$ cat config.mk
export PLATFORM = sky130hd
export DESIGN_NAME = circular_queue_with_key_search
export DESIGN_NICKNAME = d
export VERILOG_FILES = /design/src/hdl/cqks_pkg.sv /design/src/hdl/cqks_ram.sv /design/src/hdl/circular_queue_with_key_search.sv
export VERILOG_INCLUDE_DIRS = /design/src /design/src/hdl
export SDC_FILE = /design/constraint.sdc
export NUM_CORES = 1
export LEC_CHECK = 0
export BUFFER_PORTS_ARGS = -buffer_cell sky130_fd_sc_hd__buf_2
export CAP_MARGIN = 5
export CELL_PAD_IN_SITES_DETAIL_PLACEMENT = 0
export CELL_PAD_IN_SITES_GLOBAL_PLACEMENT = 1
export CORE_ASPECT_RATIO = 1.75
export CORE_UTILIZATION = 30
export DETAILED_ROUTE_END_ITERATION = 8
export GPL_TIMING_DRIVEN = 0
export PLACE_DENSITY = 0.61
export SETUP_SLACK_MARGIN = 0.3
export SLEW_MARGIN = 30
export SYNTH_ARGS = -nofsm -noshare
export SYNTH_HDL_FRONTEND = slang
export SYNTH_SLANG_ARGS = --single-unit
$ cat constraint.sdc
create_clock -name clock -period 17.5 [get_ports clock]
set_input_delay 1.75 -clock clock [delete_from_list [all_inputs] [get_ports clock]]
set_output_delay 1.75 -clock clock [all_outputs]
set_load 0.005 [all_outputs]
$ cat src/hdl/assert_macros.svh
// ============================================================================
// Assertion macros
// Shared concurrent assertion forms for clocked checks with a reset disable.
// ============================================================================
`ifndef ASSERT_MACROS_SVH
`define ASSERT_MACROS_SVH

// Property must hold at every rising edge outside reset.
`define ASSERT_CLK(label, clk, rst, prop, msg) \
   label: assert property (@(posedge clk) disable iff (rst) (prop)) else $error(msg);

// Condition must never be seen at a rising edge outside reset.
`define ASSERT_NEVER(label, clk, rst, cond, msg) \
   `ASSERT_CLK(label, clk, rst, !(cond), msg)

`endif

$ cat src/hdl/cqks_pkg.sv
// ============================================================================
// cqks_pkg
// Types and codes of the circular queue with key search.
// ============================================================================
package cqks_pkg;

   localparam int KEY_W        = 56;
   localparam int MODEL_LOW_W  = 64;
   localparam int MODEL_HIGH_W = 16;
   localparam int YEAR_W       = 14;
   localparam int CAP_W        = 4;
   localparam int COUNT_W      = 4;

   typedef enum logic [1:0] {
      ACT_ENQUEUE = 2'd0,
      ACT_DEQUEUE = 2'd1,
      ACT_SEARCH  = 2'd2,
      ACT_NONE    = 2'd3
   } action_type;

   typedef enum logic [1:0] {
      STAT_OK        = 2'd0,
      STAT_FULL      = 2'd1,
      STAT_EMPTY     = 2'd2,
      STAT_NOT_FOUND = 2'd3
   } status_type;

   typedef enum logic [2:0] {
      ST_IDLE,
      ST_EXEC,
      ST_DEQ_DATA,
      ST_SEARCH,
      ST_FINISH
   } state_type;

   typedef struct packed {
      logic [KEY_W-1:0]        key;
      logic [MODEL_LOW_W-1:0]  model_low;
      logic [MODEL_HIGH_W-1:0] model_high;
      logic [YEAR_W-1:0]       year;
   } record_type;

   localparam int RECORD_W = $bits(record_type);

endpackage

$ cat src/hdl/cqks_ram.sv
// ============================================================================
// cqks_ram
// Generic single-write, single-read RAM with registered read data.
// ============================================================================
module cqks_ram #(
   parameter int WIDTH = 8,
   parameter int DEPTH = 8
) (
   input  logic                     clock,
   input  logic                     wr_en,
   input  logic [$clog2(DEPTH)-1:0] wr_addr,
   input  logic [WIDTH-1:0]         wr_data,
   input  logic                     rd_en,
   input  logic [$clog2(DEPTH)-1:0] rd_addr,
   output logic [WIDTH-1:0]         rd_data
);

   logic [WIDTH-1:0] mem_ff [DEPTH];
   logic [WIDTH-1:0] rd_data_ff;

   always_ff @(posedge clock) begin
      if (wr_en) begin
         mem_ff[wr_addr] <= wr_data;
      end
      if (rd_en) begin
         rd_data_ff <= mem_ff[rd_addr];
      end
   end

   assign rd_data = rd_data_ff;

endmodule

$ cat src/hdl/circular_queue_with_key_search.sv
// ============================================================================
// circular_queue_with_key_search
// Circular FIFO of records (key, payload, year) with enqueue, dequeue and
// search by key; every transaction returns one response with the count.
// ============================================================================
//
//  Channel  Direction  Handshake             Carries
//  req_     in         req_valid/req_stall   action, plate, model, year
//  rsp_     out        rsp_valid/rsp_stall   status, record, count
//  csr_     in         csr_wr_en             capacity (4 bits)
//
//  From accept to response valid: enqueue passes EXEC and FINISH, dequeue
//  EXEC, DEQ_DATA and FINISH, search EXEC, SEARCH once per entry visited
//  (at most count) and FINISH. The record RAM has one read port, so search visits one entry per cycle.
//  One transaction is in flight at a time; req_stall is high from accept
//  until the result moves to the response register, which may still hold
//  an earlier response waiting on rsp_stall.
//  Reset is synchronous: head and count clear, capacity returns to 8, tail
//  to capacity minus one, handshake state clears; the record RAM is not
//  cleared.
//
module circular_queue_with_key_search #(
   parameter int DEPTH = 8
) (
   input  logic                                clock,
   input  logic                                reset,
   // request channel
   input  logic                                req_valid,
   output logic                                req_stall,
   input  logic [1:0]                          req_action,
   input  logic [cqks_pkg::KEY_W-1:0]          req_plate,
   input  logic [cqks_pkg::MODEL_LOW_W-1:0]    req_model_low,
   input  logic [cqks_pkg::MODEL_HIGH_W-1:0]   req_model_high,
   input  logic [cqks_pkg::YEAR_W-1:0]         req_year,
   // response channel
   output logic                                rsp_valid,
   input  logic                                rsp_stall,
   output logic [1:0]                          rsp_status,
   output logic [cqks_pkg::KEY_W-1:0]          rsp_plate_out,
   output logic [cqks_pkg::MODEL_LOW_W-1:0]    rsp_model_low_out,
   output logic [cqks_pkg::MODEL_HIGH_W-1:0]   rsp_model_high_out,
   output logic [cqks_pkg::YEAR_W-1:0]         rsp_year_out,
   output logic [cqks_pkg::COUNT_W-1:0]        rsp_count,
   // configuration
   input  logic                                csr_wr_en,
   input  logic [cqks_pkg::CAP_W-1:0]          csr_wr_data
);

   import cqks_pkg::*;

`include "assert_macros.svh"

   localparam int PW         = $clog2(DEPTH);      // slot pointer width
   localparam int CW         = $clog2(DEPTH + 1);  // count width
   localparam int RESET_CAP  = (8 > DEPTH) ? DEPTH : 8;
   localparam logic [PW-1:0] TAIL_RESET = PW'(RESET_CAP - 1);

   // ---------------------------------------------------------------------
   // State
   // ---------------------------------------------------------------------
   state_type          state_ff, state_in;
   logic [PW-1:0]      head_ff, head_in;
   logic [PW-1:0]      tail_ff, tail_in;
   logic [CW-1:0]      count_ff, count_in;
   logic [CAP_W-1:0]   cap_ff;
   logic [PW-1:0]      scan_ptr_ff, scan_ptr_in;
   logic [CW-1:0]      scan_left_ff, scan_left_in;

   // latched request
   action_type         op_action_ff;
   logic [KEY_W-1:0]   op_key_ff;
   record_type         op_rec_ff;

   // result waiting for the response register
   status_type         res_status_ff, res_status_in;
   record_type         res_rec_ff, res_rec_in;

   // response register
   logic               rsp_valid_ff, rsp_valid_in;
   status_type         rsp_status_ff;
   record_type         rsp_rec_ff;
   logic [COUNT_W-1:0] rsp_count_ff;
   logic               rsp_load;

   // RAM port
   logic               ram_wr_en;
   logic [PW-1:0]      ram_wr_addr;
   logic               ram_rd_en;
   logic [PW-1:0]      ram_rd_addr;
   logic [RECORD_W-1:0] ram_rd_raw;
   record_type         ram_rd_rec;

   logic               req_accept;
   logic [CW-1:0]      eff_cap;

   // slot after ptr, wrapping at the effective capacity
   function automatic logic [PW-1:0] advance(input logic [PW-1:0] ptr,
                                             input logic [CW-1:0] cap);
      logic [CW-1:0] nxt;
      nxt = CW'(ptr) + CW'(1);
      if (nxt >= cap) begin
         return '0;
      end
      return PW'(nxt);
   endfunction

   // capacity 0 or beyond the built depth means the whole depth
   always_comb begin
      if (cap_ff == '0 || int'(cap_ff) > DEPTH) begin
         eff_cap = CW'(DEPTH);
      end else begin
         eff_cap = CW'(cap_ff);
      end
   end

   assign req_stall  = (state_ff != ST_IDLE);
   assign req_accept = req_valid && !req_stall;
   assign rsp_load   = (state_ff == ST_FINISH) && (!rsp_valid_ff || !rsp_stall);
   assign ram_rd_rec = record_type'(ram_rd_raw);

   // ---------------------------------------------------------------------
   // Record RAM: all four stores side by side in one word
   // ---------------------------------------------------------------------
   cqks_ram #(
      .WIDTH (RECORD_W),
      .DEPTH (DEPTH)
   ) u_ram (
      .clock   (clock),
      .wr_en   (ram_wr_en),
      .wr_addr (ram_wr_addr),
      .wr_data (op_rec_ff),
      .rd_en   (ram_rd_en),
      .rd_addr (ram_rd_addr),
      .rd_data (ram_rd_raw)
   );

   // ---------------------------------------------------------------------
   // Sequencer: next state, pointer updates, RAM accesses
   // ---------------------------------------------------------------------
   always_comb begin
      state_in      = state_ff;
      head_in       = head_ff;
      tail_in       = tail_ff;
      count_in      = count_ff;
      scan_ptr_in   = scan_ptr_ff;
      scan_left_in  = scan_left_ff;
      res_status_in = res_status_ff;
      res_rec_in    = res_rec_ff;
      ram_wr_en     = 1'b0;
      ram_wr_addr   = advance(tail_ff, eff_cap);
      ram_rd_en     = 1'b0;
      ram_rd_addr   = scan_ptr_ff;

      case (state_ff)
         ST_IDLE: begin
            if (req_accept) begin
               state_in = ST_EXEC;
            end
         end

         ST_EXEC: begin
            res_status_in = STAT_OK;
            res_rec_in    = '0;
            state_in      = ST_FINISH;
            case (op_action_ff)
               ACT_ENQUEUE: begin
                  if (count_ff >= eff_cap) begin
                     res_status_in = STAT_FULL;
                  end else begin
                     ram_wr_en = 1'b1;
                     tail_in   = ram_wr_addr;
                     count_in  = count_ff + CW'(1);
                  end
               end
               ACT_DEQUEUE: begin
                  if (count_ff == '0) begin
                     res_status_in = STAT_EMPTY;
                  end else begin
                     ram_rd_en   = 1'b1;
                     ram_rd_addr = head_ff;
                     state_in    = ST_DEQ_DATA;
                  end
               end
               ACT_SEARCH: begin
                  if (count_ff == '0) begin
                     res_status_in = STAT_EMPTY;
                  end else begin
                     ram_rd_en    = 1'b1;
                     ram_rd_addr  = head_ff;
                     scan_ptr_in  = advance(head_ff, eff_cap);
                     scan_left_in = count_ff - CW'(1);
                     state_in     = ST_SEARCH;
                  end
               end
               default: begin
                  // unused action: no queue change, ok status
               end
            endcase
         end

         ST_DEQ_DATA: begin
            res_rec_in = ram_rd_rec;
            head_in    = advance(head_ff, eff_cap);
            count_in   = count_ff - CW'(1);
            state_in   = ST_FINISH;
         end

         ST_SEARCH: begin
            // read data belongs to the entry addressed last cycle
            if (ram_rd_rec.key == op_key_ff) begin
               res_rec_in = ram_rd_rec;
               state_in   = ST_FINISH;
            end else if (scan_left_ff == '0) begin
               res_status_in = STAT_NOT_FOUND;
               state_in      = ST_FINISH;
            end else begin
               ram_rd_en    = 1'b1;
               scan_ptr_in  = advance(scan_ptr_ff, eff_cap);
               scan_left_in = scan_left_ff - CW'(1);
            end
         end

         ST_FINISH: begin
            if (rsp_load) begin
               state_in = ST_IDLE;
            end
         end

         default: begin
            state_in = ST_IDLE;
         end
      endcase
   end

   // response register valid: loads from the result, drops on a take
   always_comb begin
      rsp_valid_in = rsp_valid_ff;
      if (rsp_load) begin
         rsp_valid_in = 1'b1;
      end else if (!rsp_stall) begin
         rsp_valid_in = 1'b0;
      end
   end

   // ---------------------------------------------------------------------
   // Control registers
   // ---------------------------------------------------------------------
   always_ff @(posedge clock) begin
      if (reset) begin
         state_ff     <= ST_IDLE;
         head_ff      <= '0;
         tail_ff      <= TAIL_RESET;
         count_ff     <= '0;
         cap_ff       <= CAP_W'(8);
         scan_ptr_ff  <= '0;
         scan_left_ff <= '0;
         rsp_valid_ff <= 1'b0;
      end else begin
         state_ff     <= state_in;
         head_ff      <= head_in;
         tail_ff      <= tail_in;
         count_ff     <= count_in;
         scan_ptr_ff  <= scan_ptr_in;
         scan_left_ff <= scan_left_in;
         rsp_valid_ff <= rsp_valid_in;
         if (csr_wr_en) begin
            cap_ff <= csr_wr_data;
         end
      end
   end

   // ---------------------------------------------------------------------
   // Payload registers
   // ---------------------------------------------------------------------
   always_ff @(posedge clock) begin
      if (req_accept) begin
         op_action_ff         <= action_type'(req_action);
         op_key_ff            <= req_plate;
         op_rec_ff.key        <= req_plate;
         op_rec_ff.model_low  <= req_model_low;
         op_rec_ff.model_high <= req_model_high;
         op_rec_ff.year       <= req_year;
      end
      res_status_ff <= res_status_in;
      res_rec_ff    <= res_rec_in;
      if (rsp_load) begin
         rsp_status_ff <= res_status_ff;
         rsp_rec_ff    <= res_rec_ff;
         rsp_count_ff  <= COUNT_W'(count_ff);
      end
   end

   assign rsp_valid          = rsp_valid_ff;
   assign rsp_status         = rsp_status_ff;
   assign rsp_plate_out      = rsp_rec_ff.key;
   assign rsp_model_low_out  = rsp_rec_ff.model_low;
   assign rsp_model_high_out = rsp_rec_ff.model_high;
   assign rsp_year_out       = rsp_rec_ff.year;
   assign rsp_count          = rsp_count_ff;

   // ---------------------------------------------------------------------
   // Assertions
   // ---------------------------------------------------------------------
   `ASSERT_CLK(a_count_in_depth, clock, reset, int'(count_ff) <= DEPTH, "count beyond depth")
   `ASSERT_NEVER(a_write_when_full, clock, reset, ram_wr_en && (count_ff >= eff_cap), "write into a full queue")
   `ASSERT_CLK(a_rsp_from_finish, clock, reset, $rose(rsp_valid_ff) |-> ($past(state_ff) == ST_FINISH), "response without finish")

endmodule

# --- Yosys cells after proc, flatten, opt, wreduce, memory -nomap -nowiden ---
# Memory sizes are Yosys's and may differ from the RTL's. A register that Yosys moved wholly into a read port is not among the register bits.
# Index checks and enable logic that the tools add are counted.
# Widths: inputs -> output; s select.
word_totals:
  ff_bits: 485
  latch_bits: 0
  mem_bits_rw: 1200
  rom_bits: 0
  out_inout_bits: 158
  word_cells: 141
  n_memories: 1
classes:
  add_sub_neg: 6
  n_mul: 0
  div: 0
  order_cmp: 5
  eq_ne: 19
  shifts: 0
  n_mux: 62
  bitwise_logic: 1
  reduce_logical: 23
mem_list:
  columns: ["name", "depth", "word_bits", "rd", "rd_ports_with_merged_regs", "write_ports", "line", "rtl"]
  rows:
  - ["u_ram.mem_ff", 8, 150, 1, 1, 1, "cqks_ram.sv:18", "logic [WIDTH-1:0] mem_ff [DEPTH];"]
op_table:
  columns: ["cell", "n"]
  rows:
  - ["$pmux 150 s3", 1]
  - ["$mux 150", 1]
  - ["$mux 3", 20]
  - ["$eq 56x56->1", 1]
  - ["$mux 4", 7]
  - ["$mux 1", 22]
  - ["$ne 2x2->1 const B", 9]
  - ["$ge 4x4->1", 4]
  - ["$pmux 4 s2", 2]
  - ["$pmux 3 s5", 1]
  - ["$add 3x1->4 const B", 3]
  - ["$logic_not 4->1", 3]
  - ["$pmux 3 s2", 2]
  - ["$reduce_and 3->1", 4]
  - ["$pmux 2 s2", 2]
  - ["$sub 4x1->4 const B", 2]
  - ["$eq 3x2->1 const B", 2]
  - ["$mux 2", 3]
  - ["$reduce_bool 3->1", 2]
  - ["$reduce_and 5->1", 1]
  - ["$add 4x1->4 const B", 1]
  - ["$gt 4x4->1 const B", 1]
  - ["$ne 2x1->1 const B", 2]
  - ["$reduce_bool 2->1", 2]
  - ["14 further kinds", 18]

# --- Longest topological paths before layout ---
logic_depth:
  depth_word: 12
  mapped_depth: 11
  ltp_nobuf: 8

# --- Hierarchy ---
# Synthesis repeated with hierarchy kept, for this count alone.
unflattened:
  hier_cells: 2832
  hier_area_um2: 68258.0
by_module_without_submodules:
  columns: ["module", "instances", "cells_each", "area_each_um2", "seq_area_each_um2"]
  rows:
  - ["cqks_ram", 1, 1897, 50882.6, 40538.9]
  - ["circular_queue_with_key_search", 1, 935, 17375.4, 14313.7]

# --- Least setup slack after synthesis ---
# No wires, ideal clock.
synth_path:
  kind: "register -> register"
  from: "register cap_ff[0]"
  to: "memory u_ram.mem_ff[5][0] (netlist name), enable pin"
  setup_ns: 0.843
  t_arrival_ns: 12.248
  t_required_ns: 16.657
  path_slack_ns: 4.409
  stages_incl_launch_ff: 9
  path_buffers: 0
  synth_period_minus_slack_ns: 13.091
  path_cell_list: "dfxtp_1 > nor2b_1 > ha_1 > nand2b_1 > a21o_1 > a21o_1 > a211oi_1 > nand3_1 > nor3_1"
synth_between:
  elab_chain_cells: 9
synth_rtl:
  columns: ["element", "line", "rtl"]
  rows:
  - ["start: declaration", "circular_queue_with_key_search.sv:65", "logic [CAP_W-1:0] cap_ff;"]
  - ["start signal: assignment", "circular_queue_with_key_search.sv:267", "cap_ff <= csr_wr_data;"]
  - ["$gt 4x4->1 / $logic_not 4->1 (equally long branches)", "circular_queue_with_key_search.sv:109", "if (cap_ff == '0 || int'(cap_ff) > DEPTH) begin"]
  - ["$logic_or 1x1->1", "circular_queue_with_key_search.sv:109", null]
  - ["$mux 4 *", "circular_queue_with_key_search.sv:109", null]
  - ["$ge 4x4->1", "circular_queue_with_key_search.sv:167", "if (count_ff >= eff_cap) begin"]
  - ["$mux 1", "circular_queue_with_key_search.sv:167", null]
  - ["$mux 1", "circular_queue_with_key_search.sv:165", "case (op_action_ff)"]
  - ["$mux 1", "circular_queue_with_key_search.sv:154", "case (state_ff)"]
  - ["$mux 1", "cqks_ram.sv:22", "if (wr_en) begin"]
  - ["$mux 1 (not written as such)", "cqks_ram.sv:23", "mem_ff[wr_addr] <= wr_data;"]
  - ["end: declaration", "cqks_ram.sv:18", null]
# Every way passes the cells marked *; elsewhere a longest branch is shown, timed or not.

==> qor.log <==
[finish] relative area change from synthesis to final layout 20.05%
[place] quantity of I/O buffers inserted on ports 316
[cts] Max clock buf depth 4
[synth] share of the synthesized netlist area taken by xor and xnor gates 0.8018%
[die] die height 630.5 um
[cts] number of clock sinks 1835
[global_route] number of global-route vias before repair 37780
[synth] #FFs+latches synth 1835
[finish] utilization after layout 36.27%
[place] post-place setup slack 12190 ps
[synth] Mapped Nets 4337
[finish] Finished Cell Area 81300 um^2
[sta] final-report hold violation count 0
[synth] Synth cell types 56
[route] starting DRC count in detailed routing 3279
[global_route] first-pass GRT wire length 272400 um
[place] half-perimeter wire length of the detailed placement result 129900 um
[route] final antenna-violating net count 0
[sta] unrepaired setup endpoints after global routing no
[synth] fraction of synthesized area in multiplexers 2.391%
[place] area post-placement 75570 um^2
[place] Final Wtd Congestion 0.7705
[synth] Gate Count Post-Synth 4149
[synth] Yosys top cell area share 80.26%
[cts] H-tree depth 4
[synth] async set-reset flop share out of synthesis 0%
[synth] mean area per synthesized cell 16.32 um^2
[route] detailed-router iteration count before antenna repair 5
[critical_path] largest driver fanout on the critical path 9
[place] cell count after placement 7609
[synth] leading post-synthesis cells by cell area sky130_fd_sc_hd__edfxtp_1 80%, sky130_fd_sc_hd__nand2_1 5.1%, sky130_fd_sc_hd__mux2i_1 2.3%
[synth] fraction of the mapped netlist area in simple logic gates 11.02%
[synth] compound-cell area share of the yosys netlist 2.640%
[finish] fin cells 7937
[synth] number of warning messages in the yosys log 0
[sta] worst clock skew on the final layout 63.46 ps
[global_route] overall fraction of global-route tracks in use 16.60%
[route] DRC errors left 0
[critical_path] WP data required 18010 ps
[sta] Slew HR 32.15%
[power_and_ir_drop] total design power 0.009232 W
[hold_path] class of the tightest hold or removal check reg2reg
[power_and_ir_drop] Lkg Pwr 28.56 nW
[sta] count of final setup violators 0
[cts] CTS tree built
[sta] clock period minus final worst setup slack 5108 ps
[die] Initial Util 30.21%
[die] number of top-level pins 319
[sta] post-layout worst setup margin 12390 ps
[route] WL per Instance 24.28 um
[synth] Most used DFF post-synth sky130_fd_sc_hd__edfxtp_1
[job] max-cap violation count 0
[global_route] initial antenna violation count 26
[cts] cts-stage hold buffer count 0
[route] detailed-route wire length 192700 um
[sta] Tcrit/Tclk final 29.19%
[finish] final-stage net count 5082
[synth] main combinational cell family by area after synthesis simple AND/OR/NAND/NOR gates
[critical_path] setup slack of the worst register-to-register path 12390 ps
[outcome] outcome finished clean
[route] vias per cell 4.750
[synth] Synth Area in Adders 0.4988%
[global_route] largest net degree at the start of global routing 36
[die] site row count 230
[synth] number of enable-type register cells in the synthesized netlist 1810
[cts] worst skew pair latency 840 ps
[global_route] overflow left after global routing 0
[sta] Final Slew Violations 0
[critical_path] crit path launch type flip-flop
[synth] most area-hungry cell type in the Yosys netlist sky130_fd_sc_hd__edfxtp_1
[synth] summed instance area of the synthesized netlist 67720 um^2
[critical_path] element type at the critical path end flip-flop
[critical_path] Worst Path Arrival 5620 ps
[cts] buffer type at the clock tree root sky130_fd_sc_hd__clkbuf_16
[die] DIE AREA 227700 um^2
[die] Die Width 361.2 um
[cts] TritonCTS buffer count 183
[cts] Gates resized, CTS repair 0
[critical_path] type of the worst setup path reg2reg
[finish] share of final-layout standard cells stronger than drive strength 1 19.65%
[synth] sequential fraction of the synthesis area 81.00%
[power_and_ir_drop] peak supply drop 79.61 uV
[power_and_ir_drop] power per cell area 113.6 nW/um^2
[sta] Highest Clock Rate 0.1958 GHz
[cts] Reg clk slew, reported paths 60 ps
[cts] number of buffers added for setup after CTS 0
[route] via count 37704
[sta] transition at the pin with the smallest max-transition slack 1008 ps
[die] area of the core 224200 um^2
-- final timing paths --
kind | start | endpoint | cells after the start
setup / recovery | op_rec_ff[138] | res_rec_ff[80] | 15
hold / removal | res_rec_ff[146] | rsp_plate_out[52] | 0
setup reg to reg | op_rec_ff[138] | res_rec_ff[80] | 15
hold reg to reg | res_rec_ff[146] | rsp_plate_out[52] | 0
-- layout make-up --
class                      count  area [um^2]
fill                       21070       142900
sequential                  1835        54850
multi-input combinational   2092        11860
clock buffer                 218         4806
timing repair buffer         560         4104
tap                         2900         3628
buffer                       208         1076
clock inverter               106        912.1
inverter                      14        52.55
antenna                        4        10.01
-- routing by layer --
layer	track usage (%)	vias up	wire length (um)	part of all wire, %
met4	5.314	2	5693	3.0
li1	-	17076	-	-
met5	0	-	13	0.0067
met1	21.57	19048	80200	42
met2	28.39	1291	95490	50
met3	2.355	287	11330	5.9
-- through the flow --
| stage | hold slack (ps) | TNS [ps] |
|---|---|---|
| 2_1_floorplan | 400.3 | 0 |
| 3_3_place_gp | 400.8 | -9397040 |
| 3_5_place_dp | 404.5 | 0 |
| 4_1_cts | 416.8 | 0 |
| 5_1_grt | 423.1 | 0 |
| 6_report | 416.7 | 0 |
-- power by group --
part,internal (W),leakage (nW),switching [W]
combinational,0.000111,9.10,0.000182
sequential,0.00499,16.7,0.000100
clock,0.00217,2.80,0.00169
-- worst max-delay path, cell delays in order (launching register included) --
cell and delay (ps):
sky130_fd_sc_hd__edfxtp_1 580, sky130_fd_sc_hd__xnor2_1 600, sky130_fd_sc_hd__nand4_1 260, sky130_fd_sc_hd__nor4_1 640
sky130_fd_sc_hd__and4_1 460, sky130_fd_sc_hd__clkbuf_1 320, sky130_fd_sc_hd__nor2_1 100, sky130_fd_sc_hd__nor3_2 270
sky130_fd_sc_hd__buf_4 230, sky130_fd_sc_hd__buf_4 190, sky130_fd_sc_hd__buf_4 170, sky130_fd_sc_hd__buf_6 150
sky130_fd_sc_hd__buf_4 220, sky130_fd_sc_hd__buf_4 200, sky130_fd_sc_hd__buf_4 180, sky130_fd_sc_hd__buf_4 190
-- cells in the final DEF, fill, tap and decap left out, types with 25 or more instances in the layout --
cell type | Yosys | routed
sky130_fd_sc_hd__clkbuf_16 | 0 | 187
sky130_fd_sc_hd__and3_1 | 155 | 155
sky130_fd_sc_hd__nand3_1 | 309 | 309
sky130_fd_sc_hd__a32oi_1 | 150 | 150
sky130_fd_sc_hd__buf_4 | 34 | 216
sky130_fd_sc_hd__clkinv_2 | 0 | 38
sky130_fd_sc_hd__edfxtp_1 | 1810 | 1810
sky130_fd_sc_hd__clkinv_1 | 0 | 32
sky130_fd_sc_hd__nand2_1 | 921 | 920
sky130_fd_sc_hd__mux2i_1 | 155 | 155
sky130_fd_sc_hd__ha_1 | 27 | 27
sky130_fd_sc_hd__dfxtp_1 | 25 | 25
sky130_fd_sc_hd__clkbuf_1 | 66 | 92
sky130_fd_sc_hd__xnor2_1 | 50 | 49
sky130_fd_sc_hd__buf_2 | 92 | 408
sky130_fd_sc_hd__buf_6 | 6 | 28
sky130_fd_sc_hd__and2_1 | 153 | 153
-- logic make-up after synthesis --
group | Yosys count
adders and majority gates | 27
DFF | 1835
muxes | 160
xor gates and xnor gates | 62
AOI/OAI and AO/OA | 219
buffers and inverters | 222
and+or+nand+nor | 1624
-- cell usage after synthesis (3+ instances only) --
cell type,number
sky130_fd_sc_hd__nor2b_1,5
sky130_fd_sc_hd__buf_2,92
sky130_fd_sc_hd__nor2_1,19
sky130_fd_sc_hd__nand2_1,921
sky130_fd_sc_hd__nor4_1,5
sky130_fd_sc_hd__a211oi_1,5
sky130_fd_sc_hd__a21o_1,10
sky130_fd_sc_hd__a31oi_1,3
sky130_fd_sc_hd__xor2_1,12
sky130_fd_sc_hd__edfxtp_1,1810
sky130_fd_sc_hd__mux2i_1,155
sky130_fd_sc_hd__xnor2_1,50
sky130_fd_sc_hd__clkbuf_1,66
sky130_fd_sc_hd__and3_1,155
sky130_fd_sc_hd__mux2_2,4
sky130_fd_sc_hd__nand4_1,15
sky130_fd_sc_hd__ha_1,27
sky130_fd_sc_hd__buf_4,34
sky130_fd_sc_hd__nand3_1,309
sky130_fd_sc_hd__a2111oi_0,5
sky130_fd_sc_hd__o211ai_1,5
sky130_fd_sc_hd__buf_6,6
sky130_fd_sc_hd__nor3_1,10
sky130_fd_sc_hd__and2_1,153
sky130_fd_sc_hd__a21oi_1,16
sky130_fd_sc_hd__nand2b_1,14
sky130_fd_sc_hd__o21ai_0,9
sky130_fd_sc_hd__dfxtp_1,25
sky130_fd_sc_hd__a221oi_1,3
sky130_fd_sc_hd__a32oi_1,150
sky130_fd_sc_hd__inv_1,14
sky130_fd_sc_hd__buf_1,10
-- registers in the layout, indices dropped and copies added, names as in the netlist --
name and flops:
count_ff 4, op_rec_ff 150, state_ff 3, rsp_model_low_out 64, scan_ptr_ff 3, cap_ff 4, rsp_status 2, rsp_year_out 14
res_status_ff 2, rsp_valid 1, u_ram.rd_data 150, head_ff 3, u_ram.mem_ff 1200, op_action_ff 2, rsp_model_high_out 16, scan_left_ff 4
res_rec_ff 150, rsp_plate_out 56, rsp_count 4, tail_ff 3
(Power assumes the default switching activity.)
